--- src/hdl/m2e_pkg.sv ---
// Shared width offsets for the 2x2 real eigenvalue block.
package m2e_pkg;

    // root of the discriminant is this many bits wider than a matrix entry
    localparam int ROOT_EXTRA   = 2;
    // eigenvalue fields are this many bits wider than a matrix entry
    localparam int LAMBDA_EXTRA = 3;
    // eigenvector y fields are this many bits wider than a matrix entry
    localparam int VEC_EXTRA    = 4;

endpackage

--- src/hdl/m2e_prep.sv ---
// Three-stage front end: trace, products, determinant, square of trace, discriminant.
module m2e_prep #(
    parameter int DW = 16
) (
    input  logic                                   i_clk,
    input  logic                                   i_rst_n,
    input  logic                                   i_valid,
    output logic                                   o_ready,
    input  logic signed [DW-1:0]                   i_m00,
    input  logic signed [DW-1:0]                   i_m01,
    input  logic signed [DW-1:0]                   i_m10,
    input  logic signed [DW-1:0]                   i_m11,
    output logic                                   o_valid,
    input  logic                                   i_ready,
    output logic signed [DW:0]                     o_tr,
    output logic signed [DW-1:0]                   o_a00,
    output logic signed [DW-1:0]                   o_a01,
    output logic                                   o_neg,
    output logic [2*(DW+m2e_pkg::ROOT_EXTRA)-1:0]  o_rad
);

    localparam int DSW = 2 * (DW + m2e_pkg::ROOT_EXTRA);

    logic                   r_v0, r_v1, r_v2;
    logic                   w_rdy1, w_rdy2;

    logic signed [DW:0]     r0_tr, r1_tr, r2_tr;
    logic signed [DW-1:0]   r0_a00, r1_a00, r2_a00;
    logic signed [DW-1:0]   r0_a01, r1_a01, r2_a01;
    logic signed [2*DW-1:0] r0_p0, r0_p1;
    logic signed [2*DW:0]   r1_det;
    logic signed [2*DW+1:0] r1_trsq;
    logic                   r2_neg;
    logic [DSW-1:0]         r2_rad;

    logic signed [DW:0]     n0_tr;
    logic signed [2*DW-1:0] n0_p0, n0_p1;
    logic signed [2*DW:0]   n1_det;
    logic signed [2*DW+1:0] n1_trsq;
    logic signed [DSW-1:0]  n2_disc;

    assign w_rdy2  = !r_v2 || i_ready;
    assign w_rdy1  = !r_v1 || w_rdy2;
    assign o_ready = !r_v0 || w_rdy1;

    assign n0_tr   = (DW+1)'(i_m00) + (DW+1)'(i_m11);
    assign n0_p0   = i_m00 * i_m11;
    assign n0_p1   = i_m01 * i_m10;
    assign n1_det  = (2*DW+1)'(r0_p0) - (2*DW+1)'(r0_p1);
    assign n1_trsq = r0_tr * r0_tr;
    assign n2_disc = DSW'(r1_trsq) - (DSW'(r1_det) <<< 2);

    always_ff @(posedge i_clk) begin
        if (!i_rst_n) begin
            r_v0 <= 1'b0;
            r_v1 <= 1'b0;
            r_v2 <= 1'b0;
        end else begin
            if (o_ready) r_v0 <= i_valid;
            if (w_rdy1)  r_v1 <= r_v0;
            if (w_rdy2)  r_v2 <= r_v1;
        end
    end

    always_ff @(posedge i_clk) begin
        if (i_valid && o_ready) begin
            r0_tr  <= n0_tr;
            r0_a00 <= i_m00;
            r0_a01 <= i_m01;
            r0_p0  <= n0_p0;
            r0_p1  <= n0_p1;
        end
        if (r_v0 && w_rdy1) begin
            r1_tr   <= r0_tr;
            r1_a00  <= r0_a00;
            r1_a01  <= r0_a01;
            r1_det  <= n1_det;
            r1_trsq <= n1_trsq;
        end
        if (r_v1 && w_rdy2) begin
            r2_tr  <= r1_tr;
            r2_a00 <= r1_a00;
            r2_a01 <= r1_a01;
            r2_neg <= n2_disc[DSW-1];
            r2_rad <= n2_disc;
        end
    end

    assign o_valid = r_v2;
    assign o_tr    = r2_tr;
    assign o_a00   = r2_a00;
    assign o_a01   = r2_a01;
    assign o_neg   = r2_neg;
    assign o_rad   = r2_rad;

endmodule

--- config.mk ---
export PLATFORM = sky130hd
export DESIGN_NAME = m2e_prep
export DESIGN_NICKNAME = d
export VERILOG_FILES = /design/src/hdl/m2e_pkg.sv /design/src/hdl/m2e_prep.sv
export SDC_FILE = /design/constraint.sdc
export NUM_CORES = 2
export LEC_CHECK = 0
export ABC_AREA = 1
export ABC_CLOCK_PERIOD_IN_PS = 10800
export BUFFER_PORTS_ARGS = -buffer_cell sky130_fd_sc_hd__buf_2
export CAP_MARGIN = 20
export CORE_AREA = 4 4 298 300
export CTS_CLUSTER_SIZE = 40
export DETAILED_ROUTE_END_ITERATION = 8
export DIE_AREA = 0 0 302 304
export PLACE_DENSITY_LB_ADDON = 0.2
export SLEW_MARGIN = 10
export SYNTH_ARGS = -nofsm -noshare
export SYNTH_HDL_FRONTEND = slang
export SYNTH_SLANG_ARGS = --single-unit
--- constraint.sdc ---
create_clock -name i_clk -period 10.8 [get_ports i_clk]
set_input_delay 1.08 -clock i_clk [delete_from_list [all_inputs] [get_ports i_clk]]
set_output_delay 1.08 -clock i_clk [all_outputs]
set_load 0.02 [all_outputs]
==> flow_summary.json <==
{
  "holdBufCountCts": 0,
  "crit_slowest_cell": "edfxtp_1",
  "met1_usage_pct": 35.8,
  "h-tree-depth": 2,
  "clk_pin_slew_ns": 0.06,
  "hold_path_end": "o_tr[14]",
  "min_period_ns": 6.50,
  "num_io_pins": 156,
  "postCtsSetupRepairBufs": 0,
  "synth_top_area_share_pct": 33.7,
  "status": "finished clean",
  "clockRootBuffer": "clkbuf_16",
  "area.growth.synth_to_final_pct": 6.65,
  "drt_iter0_drc": 2485,
  "ys_types": 40,
  "grt_max_degree": 66,
  "yosys_most_used_dff": "edfxtp_1",
  "critPathBufInv": 3,
  "synth_edf_count": 310,
  "gp_congestion": 0.980,
  "critical_path_required_ns": 11.12,
  "gr-usage-met3_pct": 2.33,
  "synthArstFlopShare_pct": 0,
  "skew_ns": 0.0401,
  "synth_area_sq_um": 47000,
  "rsz0062_at_grt": "no",
  "core_sq_um": 86200,
  "busiest_layer": "met2",
  "worst_setup_path_end_kind": "register",
  "clk_latency_ns": 0.58,
  "final_max_slew_viol_count": 0,
  "die-height_um": 304,
  "wl_um": 118000,
  "dr.pass1.iters": 6,
  "ys_seq_elements": 313,
  "use_met2_pct": 46.4,
  "hp-class": "register to register",
  "fin_nets": 6922,
  "cts_sinks": 313,
  "yosys_warnings": 0,
  "r2r-end": "r1_trsq[26]",
  "initial_core_util_pct": 54.5,
  "finalSetupViolCount": 0,
  "fmax_mhz": 154,
  "critPathMaxFanout": 23,
  "path_delay_family": "adder cells",
  "cts_made_buffers": 37,
  "cp-start-kind": "register",
  "synthesis.nets": 6842,
  "drive_gt1_share_pct": 5.53,
  "cts_tree": "built",
  "grt_pass1_wl_um": 194000,
  "port_buffers": 154,
  "crit_top_cell": "fa_1",
  "finalCritPeriodShare_pct": 60.2,
  "num_rows": 108,
  "syn_area_per_cell_sq_um": 8.34,
  "drv_cap": 0,
  "path_cells": "nand2_1, inv_1, fa_1, fa_1, fa_1, fa_1, fa_1, inv_1, fa_1, inv_1, ha_1, a21oi_1, o21ai_0, a21oi_1, nand3_1, nand2_1, nand2_1",
  "synthMuxAreaShare_pct": 0,
  "die-area_sq_um": 91800,
  "synth-simple-area-share_pct": 17.2,
  "antenna_left": 0,
  "route.detailed.drc": 0,
  "ys_seq_area_share_pct": 19.9,
  "grt_pass1_vias": 37431,
  "synth_largest_area_cell": "fa_1",
  "synth-compound-area-share_pct": 3.56,
  "cts.repair.resized": 0,
  "hold_viol": 0,
  "wl_per_cell_um": 17.1,
  "arrival_ns": 6.82,
  "synth_cells": 5641,
  "synth_top_family_by_area": "adder cells",
  "r2r_setup_slack_ns": 4.30,
  "synth_xor_area_share_pct": 2.35,
  "antenna_found_initial": 1,
  "synth_area_leaders": "fa_1 34%, edfxtp_1 20%, inv_1 13%, nand2_1 11%, ha_1 9.1%",
  "worstRegToRegCells": 17,
  "r2r-start": "r0_tr[16]",
  "n_antenna_cell": 0,
  "grt_overflow": 0,
  "grtUsageTotal_pct": 26.7,
  "hold-path-cell-count": 0,
  "critical_path_class": "register to register",
  "slew_headroom_pct": 31.3,
  "vias": 35240,
  "via_per_inst": 5.11,
  "cts_max_path_buffers": 3,
  "dpl.hpwl_um": 99200,
  "tns_ns": 0,
  "worst_slew_pin_slew_ns": 1.03,
  "hp-start": "r1_tr[14]",
  "synthAdderAreaFrac_pct": 42.8,
  "slowest_delay_ns": 0.96,
  "die_w_um": 302
}
-- worst max path at each step --
stage,depth (start not counted),to,startpoint
detailed placement,21,r0_p1[30],i_m10[1]
global placement,22,r0_p0[26],i_m00[7]
global route,18,r1_trsq[33],r0_tr[16]
finish,17,r1_trsq[26],r0_tr[16]
CTS,18,r1_trsq[33],r0_tr[16]
floorplan,24,r0_p1[31],i_m10[3]
-- metrics by stage --
stage / cell area (sq um) / worst slack (ns) / instances / util [%] / hold slack, ns
finish: 50200 / 4.30 / 6903 / 58.2 / 0.414
global route: 50200 / 3.90 / 6903 / 58.2 / 0.416
CTS: 50200 / 4.30 / 6903 / 58.2 / 0.404
detailed placement: 48900 / 4.02 / 6837 / 56.7 / 0.405
global placement: 48900 / 4.05 / 6837 / 56.7 / 0.400
floorplan: 47000 / 4.42 / 5641 / - / 0.400
-- routing by layer --
layer,vias up,part of all wire (%),routed length (um)
li1,16708,-,-
met3,215,5.4,6340
met5,-,0,0
met1,17329,41,48700
met4,0,3.1,3710
met2,988,50,59500
-- cell usage after synthesis (all sizes together), types with 3 or more instances --
cell and count:
a21oi 181, xnor2 25, o21bai 26, buf 11, clkbuf 120, inv 1644, nand4 50, xor2 101
ha 341, nor2 252, nand3b 11, a21o 6, edfxtp 310, dfxtp 3, fa 792, nand3 147
nor3 44, o21ai 92, or2 15, nand2 1459
-- placed cells by master, fill, tap and decap left out, types with 2 or more instances in the layout --
cell type,Yosys,routed
a21o_1,6,6
a21oi_1,180,179
a31o_2,2,2
buf_2,2,154
buf_4,3,18
bufinv_16,0,4
clkbuf_16,0,37
clkbuf_8,0,2
clkinv_2,0,9
clkinv_4,0,4
clkinvlp_4,0,3
dfxtp_1,3,3
edfxtp_1,310,310
fa_1,792,792
ha_1,341,341
inv_1,1642,1640
inv_2,2,2
inv_4,0,2
inv_6,0,2
nand2_1,1431,1431
nand2_2,28,28
nand3_1,142,142
nand3_2,5,5
nand3b_1,11,11
nand4_1,50,50
nor2_1,241,241
nor2_2,11,11
nor3_1,34,34
nor3_2,10,10
nor3b_2,2,2
o21ai_0,86,86
o21ai_1,2,2
o21ai_2,4,4
o21bai_1,26,26
or2_2,14,14
xnor2_1,25,25
xor2_1,101,101
-- kinds of logic after synthesis --
| group | count (synthesis) |
|---|---|
| and+or+nand+nor | 1982 |
| other | 1 |
| DFF | 313 |
| adders and majority gates | 1133 |
| AOI/OAI and AO/OA | 311 |
| xor gates and xnor gates | 126 |
| buffers and inverters | 1775 |
-- flip-flops by register name (all words and copies together) (netlist names), 17 cells and up --
name and cells:
r0_p1 32, r1_trsq 32, o_rad 33, r1_det 33, r0_tr 17, o_tr 17, r1_tr 17, r0_p0 32
-- cell type report --
cell class	count	area, sq um
inverters	1644	6180
multi-input cells	3553	31000
clock inverters	26	310
clock buffers	40	957
fillers	8037	36100
well taps	1155	1450
flip-flops and latches	313	9370
repair buffers	172	906
Power is left out: the tool's default activity adds up to more than one toggle a clock period on the data nets, which glitch-free logic cannot reach.
