<file path="config.mk">
export PLATFORM = sky130hd
export DESIGN_NAME = m2e_sqrt_cell
export DESIGN_NICKNAME = d
export VERILOG_FILES = /design/src/hdl/m2e_sqrt_cell.sv
export SDC_FILE = /design/constraint.sdc
export NUM_CORES = 1
export LEC_CHECK = 0
export ABC_AREA = 0
export BUFFER_PORTS_ARGS = -buffer_cell sky130_fd_sc_hd__buf_4
export CORE_ASPECT_RATIO = 0.9
export CORE_MARGIN = 1
export CORE_UTILIZATION = 42
export CTS_BUF_LIST = sky130_fd_sc_hd__clkbuf_8
export DETAILED_ROUTE_END_ITERATION = 8
export MAX_ROUTING_LAYER = met4
export PLACE_DENSITY = 0.74
export SYNTH_ARGS = -nofsm -noshare
export SYNTH_HDL_FRONTEND = slang
export SYNTH_SLANG_ARGS = --single-unit
</file>
<file path="constraint.sdc">
create_clock -name i_clk -period 5.77 [get_ports i_clk]
set_clock_uncertainty 0.15 [all_clocks]
set_input_delay 0.2885 -clock i_clk [delete_from_list [all_inputs] [get_ports i_clk]]
set_output_delay 0.2885 -clock i_clk [all_outputs]
set_load 0.1 [all_outputs]
</file>
<file path="src/hdl/m2e_sqrt_cell.sv">
// One square root cell: settles one root bit from two radicand bits and passes on.
module m2e_sqrt_cell #(
    parameter int RW = 18,
    parameter int PW = 50
) (
    input  logic            i_clk,
    input  logic            i_rst_n,
    input  logic            i_valid,
    output logic            o_ready,
    input  logic [RW+1:0]   i_rem,
    input  logic [RW-1:0]   i_root,
    input  logic [2*RW-1:0] i_rad,
    input  logic [PW-1:0]   i_pay,
    output logic            o_valid,
    input  logic            i_ready,
    output logic [RW+1:0]   o_rem,
    output logic [RW-1:0]   o_root,
    output logic [2*RW-1:0] o_rad,
    output logic [PW-1:0]   o_pay
);

    logic            r_valid;
    logic [RW+1:0]   r_rem;
    logic [RW-1:0]   r_root;
    logic [2*RW-1:0] r_rad;
    logic [PW-1:0]   r_pay;

    logic [RW+3:0]   w_cur;
    logic [RW+3:0]   w_trial;
    logic [RW+3:0]   w_diff;
    logic            w_fit;
    logic [RW+1:0]   n_rem;
    logic [RW-1:0]   n_root;

    // bring down the next radicand pair and try root bit one
    assign w_cur   = {i_rem, i_rad[2*RW-1 -: 2]};
    assign w_trial = {2'b00, i_root, 2'b01};
    assign w_diff  = w_cur - w_trial;
    assign w_fit   = (w_cur >= w_trial);
    assign n_rem   = w_fit ? w_diff[RW+1:0] : w_cur[RW+1:0];
    assign n_root  = {i_root[RW-2:0], w_fit};

    assign o_ready = !r_valid || i_ready;

    always_ff @(posedge i_clk) begin
        if (!i_rst_n) begin
            r_valid <= 1'b0;
        end else if (o_ready) begin
            r_valid <= i_valid;
        end
    end

    always_ff @(posedge i_clk) begin
        if (i_valid && o_ready) begin
            r_rem  <= n_rem;
            r_root <= n_root;
            r_rad  <= {i_rad[2*RW-3:0], 2'b00};
            r_pay  <= i_pay;
        end
    end

    assign o_valid = r_valid;
    assign o_rem   = r_rem;
    assign o_root  = r_root;
    assign o_rad   = r_rad;
    assign o_pay   = r_pay;

`ifndef SYNTHESIS
    // remainder never exceeds twice the partial root
    a_rem_bound: assert property (@(posedge i_clk) disable iff (!i_rst_n)
        r_valid |-> (r_rem <= {1'b0, r_root, 1'b0}))
        else $error("sqrt cell remainder out of bound");

    // a stalled cell keeps its transaction
    a_hold: assert property (@(posedge i_clk) disable iff (!i_rst_n)
        (r_valid && !i_ready) |=> (r_valid && $stable(r_root) && $stable(r_rem)))
        else $error("sqrt cell lost a stalled transaction");
`endif

endmodule

</file>
==> flow_summary.ini, run 1 <==
[clock_network]
cts_max_level = 4
clock_latency_ns = 0.43
clock_path_buffers = 2
cts_root_buffer = clkbuf_8
cts.sinks = 123
cts_made_buffers = 17
cts.clk_slew.worst_paths_ns = 0.07
cts_tree = yes
cts_resized = 0

[logic_synthesis]
yosys_warnings = 0
syn_area_mm2 = 0.00516
synth-seq-cells = 123
yosys-top-cells-area = edfxtp_1 (71%), mux2_4 (4.9%), ha_1 (4.8%)
ys_dominant_reg_cell = edfxtp_1
netlist_instances = 321
synth_enable_flop_cells = 122
synth.top_cell.area_share_pct = 71.0
synth.distinct_cells = 45
async_flop_share_pct = 0
yosysTopAreaCell = edfxtp_1
synth_area_per_cell_um2 = 16.1
synth-seq-area-share_pct = 71.4

[place]
io_buffers = 251
pre_cts_slack_ns = 2.21
dp.cells = 729
globalplace.congestion = 0.865
placed_cell_area_mm2 = 0.00721
dp_hpwl_um = 10500

[sta]
drv_slew = 0
fmaxAchievable_mhz = 271
period_share_pct = 63.8
tightest_slew_ns = 1.09
whs_ns = 0.0554
setup_ws_ns = 2.09
rsz0062_at_grt = false
setup_tns_ns = 0
setup_violations = 0
maxSlewHeadroom_pct = 27.4
timing.final.hold_violations = 0
fin_crit_ns = 3.68

[global_route]
track_usage_pct = 27.9
antenna_found_initial = 0
grt_pass1_wl_um = 25200
grt_max_degree = 83
grt_pass1_vias = 4465
overflow = 0

[worst_setup_path]
cp.arrival_ns = 3.72
worst-path-buf-inv = 3
worstPathCellList = dlygate4sd3_1 > buf_4 > ha_1 > a21oi_1 > o21ai_1 > a211o_1 > a21o_1 > o211ai_2 > buf_4 > mux2_2
worstReg2RegEnd = o_pay[26]
cp_common_cell = buf_4
critPathLaunchType = primary input
end_kind = flop
crit_family = compound AO/OA/AOI/OAI gates
crit_start = i_rem[5]
crit_required_ns = 5.81
crit_path_end = o_rem[19]
reg2reg_depth = 3
cp_max_fo = 11
regToRegStartpoint = o_valid
crit_type = in2reg
max_stage_delay_ns = 0.72
r2r_setup_slack_ns = 3.28
cp_num_cells = 10
slowest_stage = o211ai_2

[routing]
firstDrtPassIters = 4
drc = 0
wl_per_cell_um = 19.3
drtIter0Drc = 312
postRouteAntennaNets = 0
vias = 4395
wl_um = 17100
via_per_inst = 4.98

[min_path]
min_path_type = in2reg
min_path_cells = 2

[floorplan]
core_mm2 = 0.0120
fp.dieArea_mm2 = 0.0127
rows = 38
dieWidth_um = 119
die_y_um = 107
io_pins = 254
start_util_pct = 42.9

[cells_and_area]
stdcell_area_mm2 = 0.00881
layout-drive-gt1-share_pct = 42.5
num_antenna_cells = 0
synthToLayoutAreaGrowth_pct = 70.7
fin_util_pct = 73.2
nNetsFinal = 857
n_fill_cell = 756
stdcell_count = 882

[power]
powerDensity_mw_per_mm2 = 314
cellLeakagePower_nw = 3.81
p_total_mw = 2.77
vdd_drop_max_v = 0.000185

[flow_run]
drv_cap = 0

[status]
outcome = complete, no violations
repair_timing:
item	CTS	global route
buffers inserted	0	0
endpoints found under the setup margin	0	0
endpoints found under the hold margin	120	0
hold buffers	121	0
synth_stat cells (all sizes together), types with 4 or more instances:
cell type / number
xnor2: 9
nand3: 6
o21ai: 9
buf: 5
o211ai: 4
o31ai: 4
o21a: 4
ha: 20
nor2: 12
nor4: 4
nor3: 6
mux2: 18
inv: 28
xor2: 9
edfxtp: 122
nand2: 10
a21oi: 17
a211oi: 5
cells in the final DEF, fill, tap and decap left out, types with 3 or more instances in the layout:
cell type	n
buf_4	253
edfxtp_1	122
dlygate4sd3_1	121
inv_1	29
ha_1	20
mux2_4	17
clkbuf_8	17
a21oi_1	15
nor2_1	12
nand2_1	9
xnor2_1	9
xor2_1	9
o21ai_0	8
nor3_1	6
nand3_1	6
a211oi_1	5
o31ai_1	4
nor4_1	4
o21a_1	4
clkinv_4	4
o211ai_1	3
inv_6	3
area by class of cell:
class,count,area (um2),area share [%]
clock buffers,17,234,2.66
clock inverters,15,150,1.70
inverters,28,105,1.19
multi-input cells,165,1330,15.0
flip-flops and latches,123,3680,41.8
well taps,160,200,2.27
repair buffers,374,3110,35.3
cells by family after synthesis:
logic type,share of synthesized area [%]
other,0.0727
buffers and inverters,3.06
muxes,5.55
xor gates and xnor gates,3.06
adders and majority gates,4.85
DFF,71.4
AOI/OAI and AO/OA,7.20
and+or+nand+nor,4.83
per-layer routing:
layer  up-vias  track usage (%)  routed length, um
li1       1994                -                  -
met4         0             10.9                501
met1      2138             31.6               6640
met5         -                -                  0
met2       225             47.7               8880
met3        38             7.13               1040
worst reg2reg max path, stage by stage, from the launching register on:
cell and delay, ns:
dfxtp_1 0.33, nand2b_1 0.12, and2_4 0.90, buf_4 0.62
state kept, by name (all words and copies together), names as in the netlist:
register / flops
o_valid: 1
o_rad: 34
o_pay: 50
o_root: 18
o_rem: 20
worst min path at each step:
stage                   start   endpoint  slack (ns)
floorplan            i_pay[0]   o_pay[0]        0.24
global placement    i_pay[29]  o_pay[29]        0.32
detailed placement  i_rad[17]  o_rad[19]        0.32
CTS                 i_rad[34]   o_rem[0]        0.01
global route        i_rad[34]   o_rem[0]        0.02
finish              i_rad[34]   o_rem[0]        0.06
where the power goes:
part / internal [mW] / leakage (nW) / switching, mW / total, mW
logic: 0.281 / 2.43 / 0.643 / 0.924
registers: 1.07 / 1.19 / 0.0227 / 1.09
clock network: 0.384 / 0.197 / 0.371 / 0.755
Note: power is estimated with default switching activity, not from simulation.
==> run 2, diff against run 1 <==
--- a/config.mk
+++ b/config.mk
@@ -13,7 +13,7 @@
 export CTS_BUF_LIST = sky130_fd_sc_hd__clkbuf_8
 export DETAILED_ROUTE_END_ITERATION = 8
 export MAX_ROUTING_LAYER = met4
-export PLACE_DENSITY = 0.74
+export PLACE_DENSITY = 0.77
 export SYNTH_ARGS = -nofsm -noshare
 export SYNTH_HDL_FRONTEND = slang
 export SYNTH_SLANG_ARGS = --single-unit
==> constraint.sdc (replaced) <==
create_clock -name i_clk -period 3.35 [get_ports i_clk]
set_clock_uncertainty 0.15 [all_clocks]
set_input_delay 0.1675 -clock i_clk [delete_from_list [all_inputs] [get_ports i_clk]]
set_output_delay 0.1675 -clock i_clk [all_outputs]
set_load 0.1 [all_outputs]
==> run 2 against run 1 <==
Non-clock buffer count increased by 5. Die area unchanged. Worst setup slack got worse by 1.7 ns. Hold slack improved by 0.15 ns. Critical endpoint unchanged. Largest cell class unchanged. Register-to-register slack got worse by 1.7 ns. Sequential power increased by 72%. Core utilization increased by 0.14 points.
==> flow_summary.ini, run 2 (same netlist as run 1, synthesis figures left out) <==
[status]
outcome = complete, no violations

[cells_and_area]
final_cell_mix = buf_4 (254), dlygate4sd3_1 (124), edfxtp_1 (122)
fin_util_pct = 73.4
synthToLayoutAreaGrowth_pct = 71.0
stdcell_area_mm2 = 0.00882
largest_register_ffs = 50
layout_commonest_cell = buf_4
nNetsFinal = 862
layout-drive-gt1-share_pct = 42.6

[routing]
highest_layer = met4
postRouteAntennaNets = 0
wl_um = 17900
drc = 0
vias = 4456
drtIter0Drc = 373
wl_met1_um = 6690
wl_met2_um = 9060
firstDrtPassIters = 6
wl_per_cell_um = 20.2
wl_met3_um = 1320
via_per_inst = 5.02

[sta]
drv_slew = 0
maxSlewHeadroom_pct = 57.9
fin_crit_ns = 2.92
fmaxAchievable_mhz = 342
setup_tns_ns = 0
timing.final.hold_violations = 0
setup_violations = 0
rsz0062_at_grt = false
whs_ns = 0.201
period_share_pct = 87.3
tightest_slew_ns = 0.626

[min_path]
worstHoldStart = i_ready
min_path_type = in2reg

[global_route]
track_usage_pct = 29.3
antenna_found_initial = 1
grt_max_degree = 64
grt_pass1_vias = 4492
grt_pass1_wl_um = 25900
overflow = 0

[place]
globalplace.congestion = 0.908
placed_cell_area_mm2 = 0.00724
io_buffers = 251
dp_hpwl_um = 10600

[clock_network]
cts.sinks = 123
cts_resized = 0
clock_latency_ns = 0.44
cts_made_buffers = 17
clock_path_buffers = 2
cts.clk_slew.worst_paths_ns = 0.08
cts_root_buffer = clkbuf_8
cts_max_level = 4
cts_tree = yes

[worst_setup_path]
cp.arrival_ns = 2.98
slowest_stage = dlygate4sd3_1
crit_required_ns = 3.40
max_stage_delay_ns = 0.54
cp_common_cell = buf_4
end_kind = flop
cp_max_fo = 13
regToRegStartpoint = o_valid
crit_type = in2reg
crit_start = i_rem[13]
worstPathCellList = dlygate4sd3_1 > buf_4 > ha_1 > a21o_1 > a221o_1 > a21oi_2 > o31ai_1 > o211ai_2 > buf_4 > mux2_2
critPathLaunchType = primary input

[power]
powerDensity_mw_per_mm2 = 528
cellLeakagePower_nw = 3.81
vdd_drop_max_v = 0.000264
p_total_mw = 4.66

[floorplan]
core_mm2 = 0.0120
dieWidth_um = 119
rows = 38
start_util_pct = 42.9
fp.dieArea_mm2 = 0.0127
die_y_um = 107
io_pins = 254

[flow_run]
drv_cap = 0
run 2: area by class of cell:
cell class / count / area (um2)
diodes: 1 / 2.50
clock buffers: 17 / 234
clock inverters: 14 / 106
fillers: 714 / 3200
inverters: 28 / 105
multi-input cells: 165 / 1330
flip-flops and latches: 123 / 3680
well taps: 160 / 200
repair buffers: 379 / 3170
run 2: final timing paths:
path / cells after the start / end / slack, ns
min reg2reg: 2 / o_rad[24] / 0.68
max: 10 / o_rem[19] / 0.43
min: 3 / o_rad[24] / 0.20
max reg2reg: 3 / o_pay[49] / 1.57
run 2: per-stage QoR:
stage          std cells  setup slack (ns)
2_1_floorplan        322             0.176
3_3_place_gp         731             0.622
3_5_place_dp         731             0.527
4_1_cts              886             0.448
5_1_grt              887             0.298
6_report             887             0.427
run 2: worst max-delay path: cells and delay by family:
kind / cells / cell delay, ns
AO/OA/AOI/OAI: 5 / 1.09
multiplexers: 1 / 0.36
buffers and inverters: 3 / 0.97
adder cells (fa/ha/maj): 1 / 0.37
run 2: power by group:
part / switching (mW) / leakage (nW) / internal, mW
Clock: 0.608 / 0.168 / 0.567
Combinational: 1.12 / 2.45 / 0.491
Sequential: 0.0403 / 1.19 / 1.84
Total: 1.76 / 3.81 / 2.89
run 2: repair_timing:
action                    CTS  global route
hold endpoints to repair  128             0
buffers inserted            0             0
hold buffers              124             0
run 2: metal layers:
| layer | global-route usage [%] | up-vias |
|---|---|---|
| met1 | 31.7 | 2126 |
| li1 | - | 2003 |
| met4 | 14.8 | 0 |
| met3 | 9.20 | 60 |
| met5 | - | - |
| met2 | 49.0 | 267 |
==> run 3, diff against run 2 <==
==> constraint.sdc (replaced) <==
create_clock -name i_clk -period 3.35 [get_ports i_clk]
set_clock_uncertainty 0.15 [all_clocks]
set_input_delay 0.1675 -clock i_clk [delete_from_list [all_inputs] [get_ports i_clk]]
set_output_delay 0.1675 -clock i_clk [all_outputs]
set_load 0.05 [all_outputs]
==> run 3 against run 2 <==
Final area grew 0.57%. Clock power increased by 21%. Global-route usage grew 0.099 points. Largest cell class unchanged. Largest power group unchanged.
==> flow_summary.ini, run 3 (same netlist as run 1, synthesis figures left out) <==
[status]
outcome = complete, no violations

[worst_setup_path]
cp_num_cells = 10
regToRegStartpoint = o_valid
critPathLaunchType = primary input
cp_max_fo = 12
r2r_setup_slack_ns = 1.38
crit_start = i_rem[13]
crit_path_end = o_rem[11]
reg2reg_depth = 3
end_kind = flop
worstReg2RegEnd = o_pay[17]
cp.arrival_ns = 2.96
cp_common_cell = buf_4
crit_required_ns = 3.38
slowest_stage = dlygate4sd3_1
crit_family = compound AO/OA/AOI/OAI gates
worst-path-buf-inv = 3
max_stage_delay_ns = 0.54
crit_type = in2reg
worstPathCellList = dlygate4sd3_1 > buf_4 > ha_1 > a21o_1 > a221o_1 > a21oi_2 > o31ai_1 > o211ai_2 > buf_4 > mux2_4

[cells_and_area]
seq_area_mm2 = 0.00368
final_cell_mix = buf_4 (254), dlygate4sd3_1 (122), edfxtp_1 (122)
n_fill_cell = 701
fin_util_pct = 73.8
nNetsFinal = 860
num_antenna_cells = 0
largest_register_ffs = 50
layout-drive-gt1-share_pct = 42.4
synthToLayoutAreaGrowth_pct = 72.0
stdcell_count = 884
multiInputGateArea_mm2 = 0.00133
layout_commonest_cell = buf_4

[routing]
drtIter0Drc = 306
wl_per_cell_um = 20.3
drc = 0
wl_um = 18000
vias = 4405
postRouteAntennaNets = 0
via_per_inst = 4.98
firstDrtPassIters = 4

[place]
dp.cells = 731
io_buffers = 251
dp_hpwl_um = 10800
globalplace.congestion = 0.890

[flow_run]
drv_cap = 0

[sta]
drv_slew = 0
maxSlewHeadroom_pct = 58.8
setup_tns_ns = 0
fmaxAchievable_mhz = 342
tightest_slew_ns = 0.618
setup_violations = 0
rsz0062_at_grt = false
fin_crit_ns = 2.92
timing.final.hold_violations = 0
period_share_pct = 87.2

[power]
vdd_drop_max_v = 0.000235
cellLeakagePower_nw = 3.84
powerDensity_mw_per_mm2 = 507

[global_route]
track_usage_pct = 29.4
grt_pass1_vias = 4524
grt_max_degree = 53
overflow = 0
grt_pass1_wl_um = 26500
antenna_found_initial = 0

[clock_network]
cts.sinks = 123
cts_root_buffer = clkbuf_8
cts_tree = yes
cts_max_level = 4
clock_latency_ns = 0.43
cts.clk_slew.worst_paths_ns = 0.07
cts_made_buffers = 17
clock_path_buffers = 2

[floorplan]
io_pins = 254
start_util_pct = 42.9
rows = 38
fp.dieArea_mm2 = 0.0127
core_mm2 = 0.0120
die_y_um = 107
dieWidth_um = 119

[min_path]
worstHoldStart = i_rad[35]
min_path_type = in2reg
## run 3: routing by layer
metal  wire [um]  track usage (%)
met2        9340             50.6
met1        6810             32.3
met4         599             12.2
met3        1210             8.14
met5           0                -
## run 3: cell type report
type                            count  share of cell area [%]
Sequential cell                   123                    41.5
Timing Repair Buffer              377                    35.5
Multi-Input combinational cell    165                    14.9
Clock buffer                       17                    2.64
Tap cell                          160                    2.26
Clock inverter                     14                    2.02
Inverter                           28                    1.18
## run 3: worst min-delay path by stage
stage / cells past startpoint / endpoint
3_3_place_gp: 1 / o_rad[8]
5_1_grt: 3 / o_rem[1]
6_report: 3 / o_rem[1]
4_1_cts: 3 / o_rem[1]
3_5_place_dp: 1 / o_rad[19]
2_1_floorplan: 0 / o_pay[0]
## run 3: report_power, final
group / leakage, nW / internal (mW) / switching, mW
Sequential: 1.19 / 1.84 / 0.0432
Clock: 0.205 / 0.796 / 0.622
Combinational: 2.44 / 0.491 / 0.710
## run 3: timing repair
| action | CTS | global route |
|---|---|---|
| gates resized for setup | 0 | 0 |
| hold buffers | 122 | 0 |
| hold endpoints to repair | 121 | 0 |
| endpoints found under the setup margin | 0 | 0 |
| buffers inserted | 0 | 0 |
## run 3: worst reg2reg max path, delay by kind of cell, from the launching register on
family / cells / cell delay, ns
buffers and inverters: 1 / 0.46
DFF: 1 / 0.33
and+or+nand+nor: 2 / 0.70
## run 3: metrics by stage
step           instance area, um2  hold WS, ns  setup WS, ns  power [mW]
6_report                     8870       0.0440         0.428        4.50
5_1_grt                      8870       0.0386         0.363        4.64
4_1_cts                      8870      0.00620         0.462        4.46
3_5_place_dp                 7240        0.197         0.556        2.96
3_3_place_gp                 7240        0.196         0.656        2.94
2_1_floorplan                5160        0.116         0.181        2.60
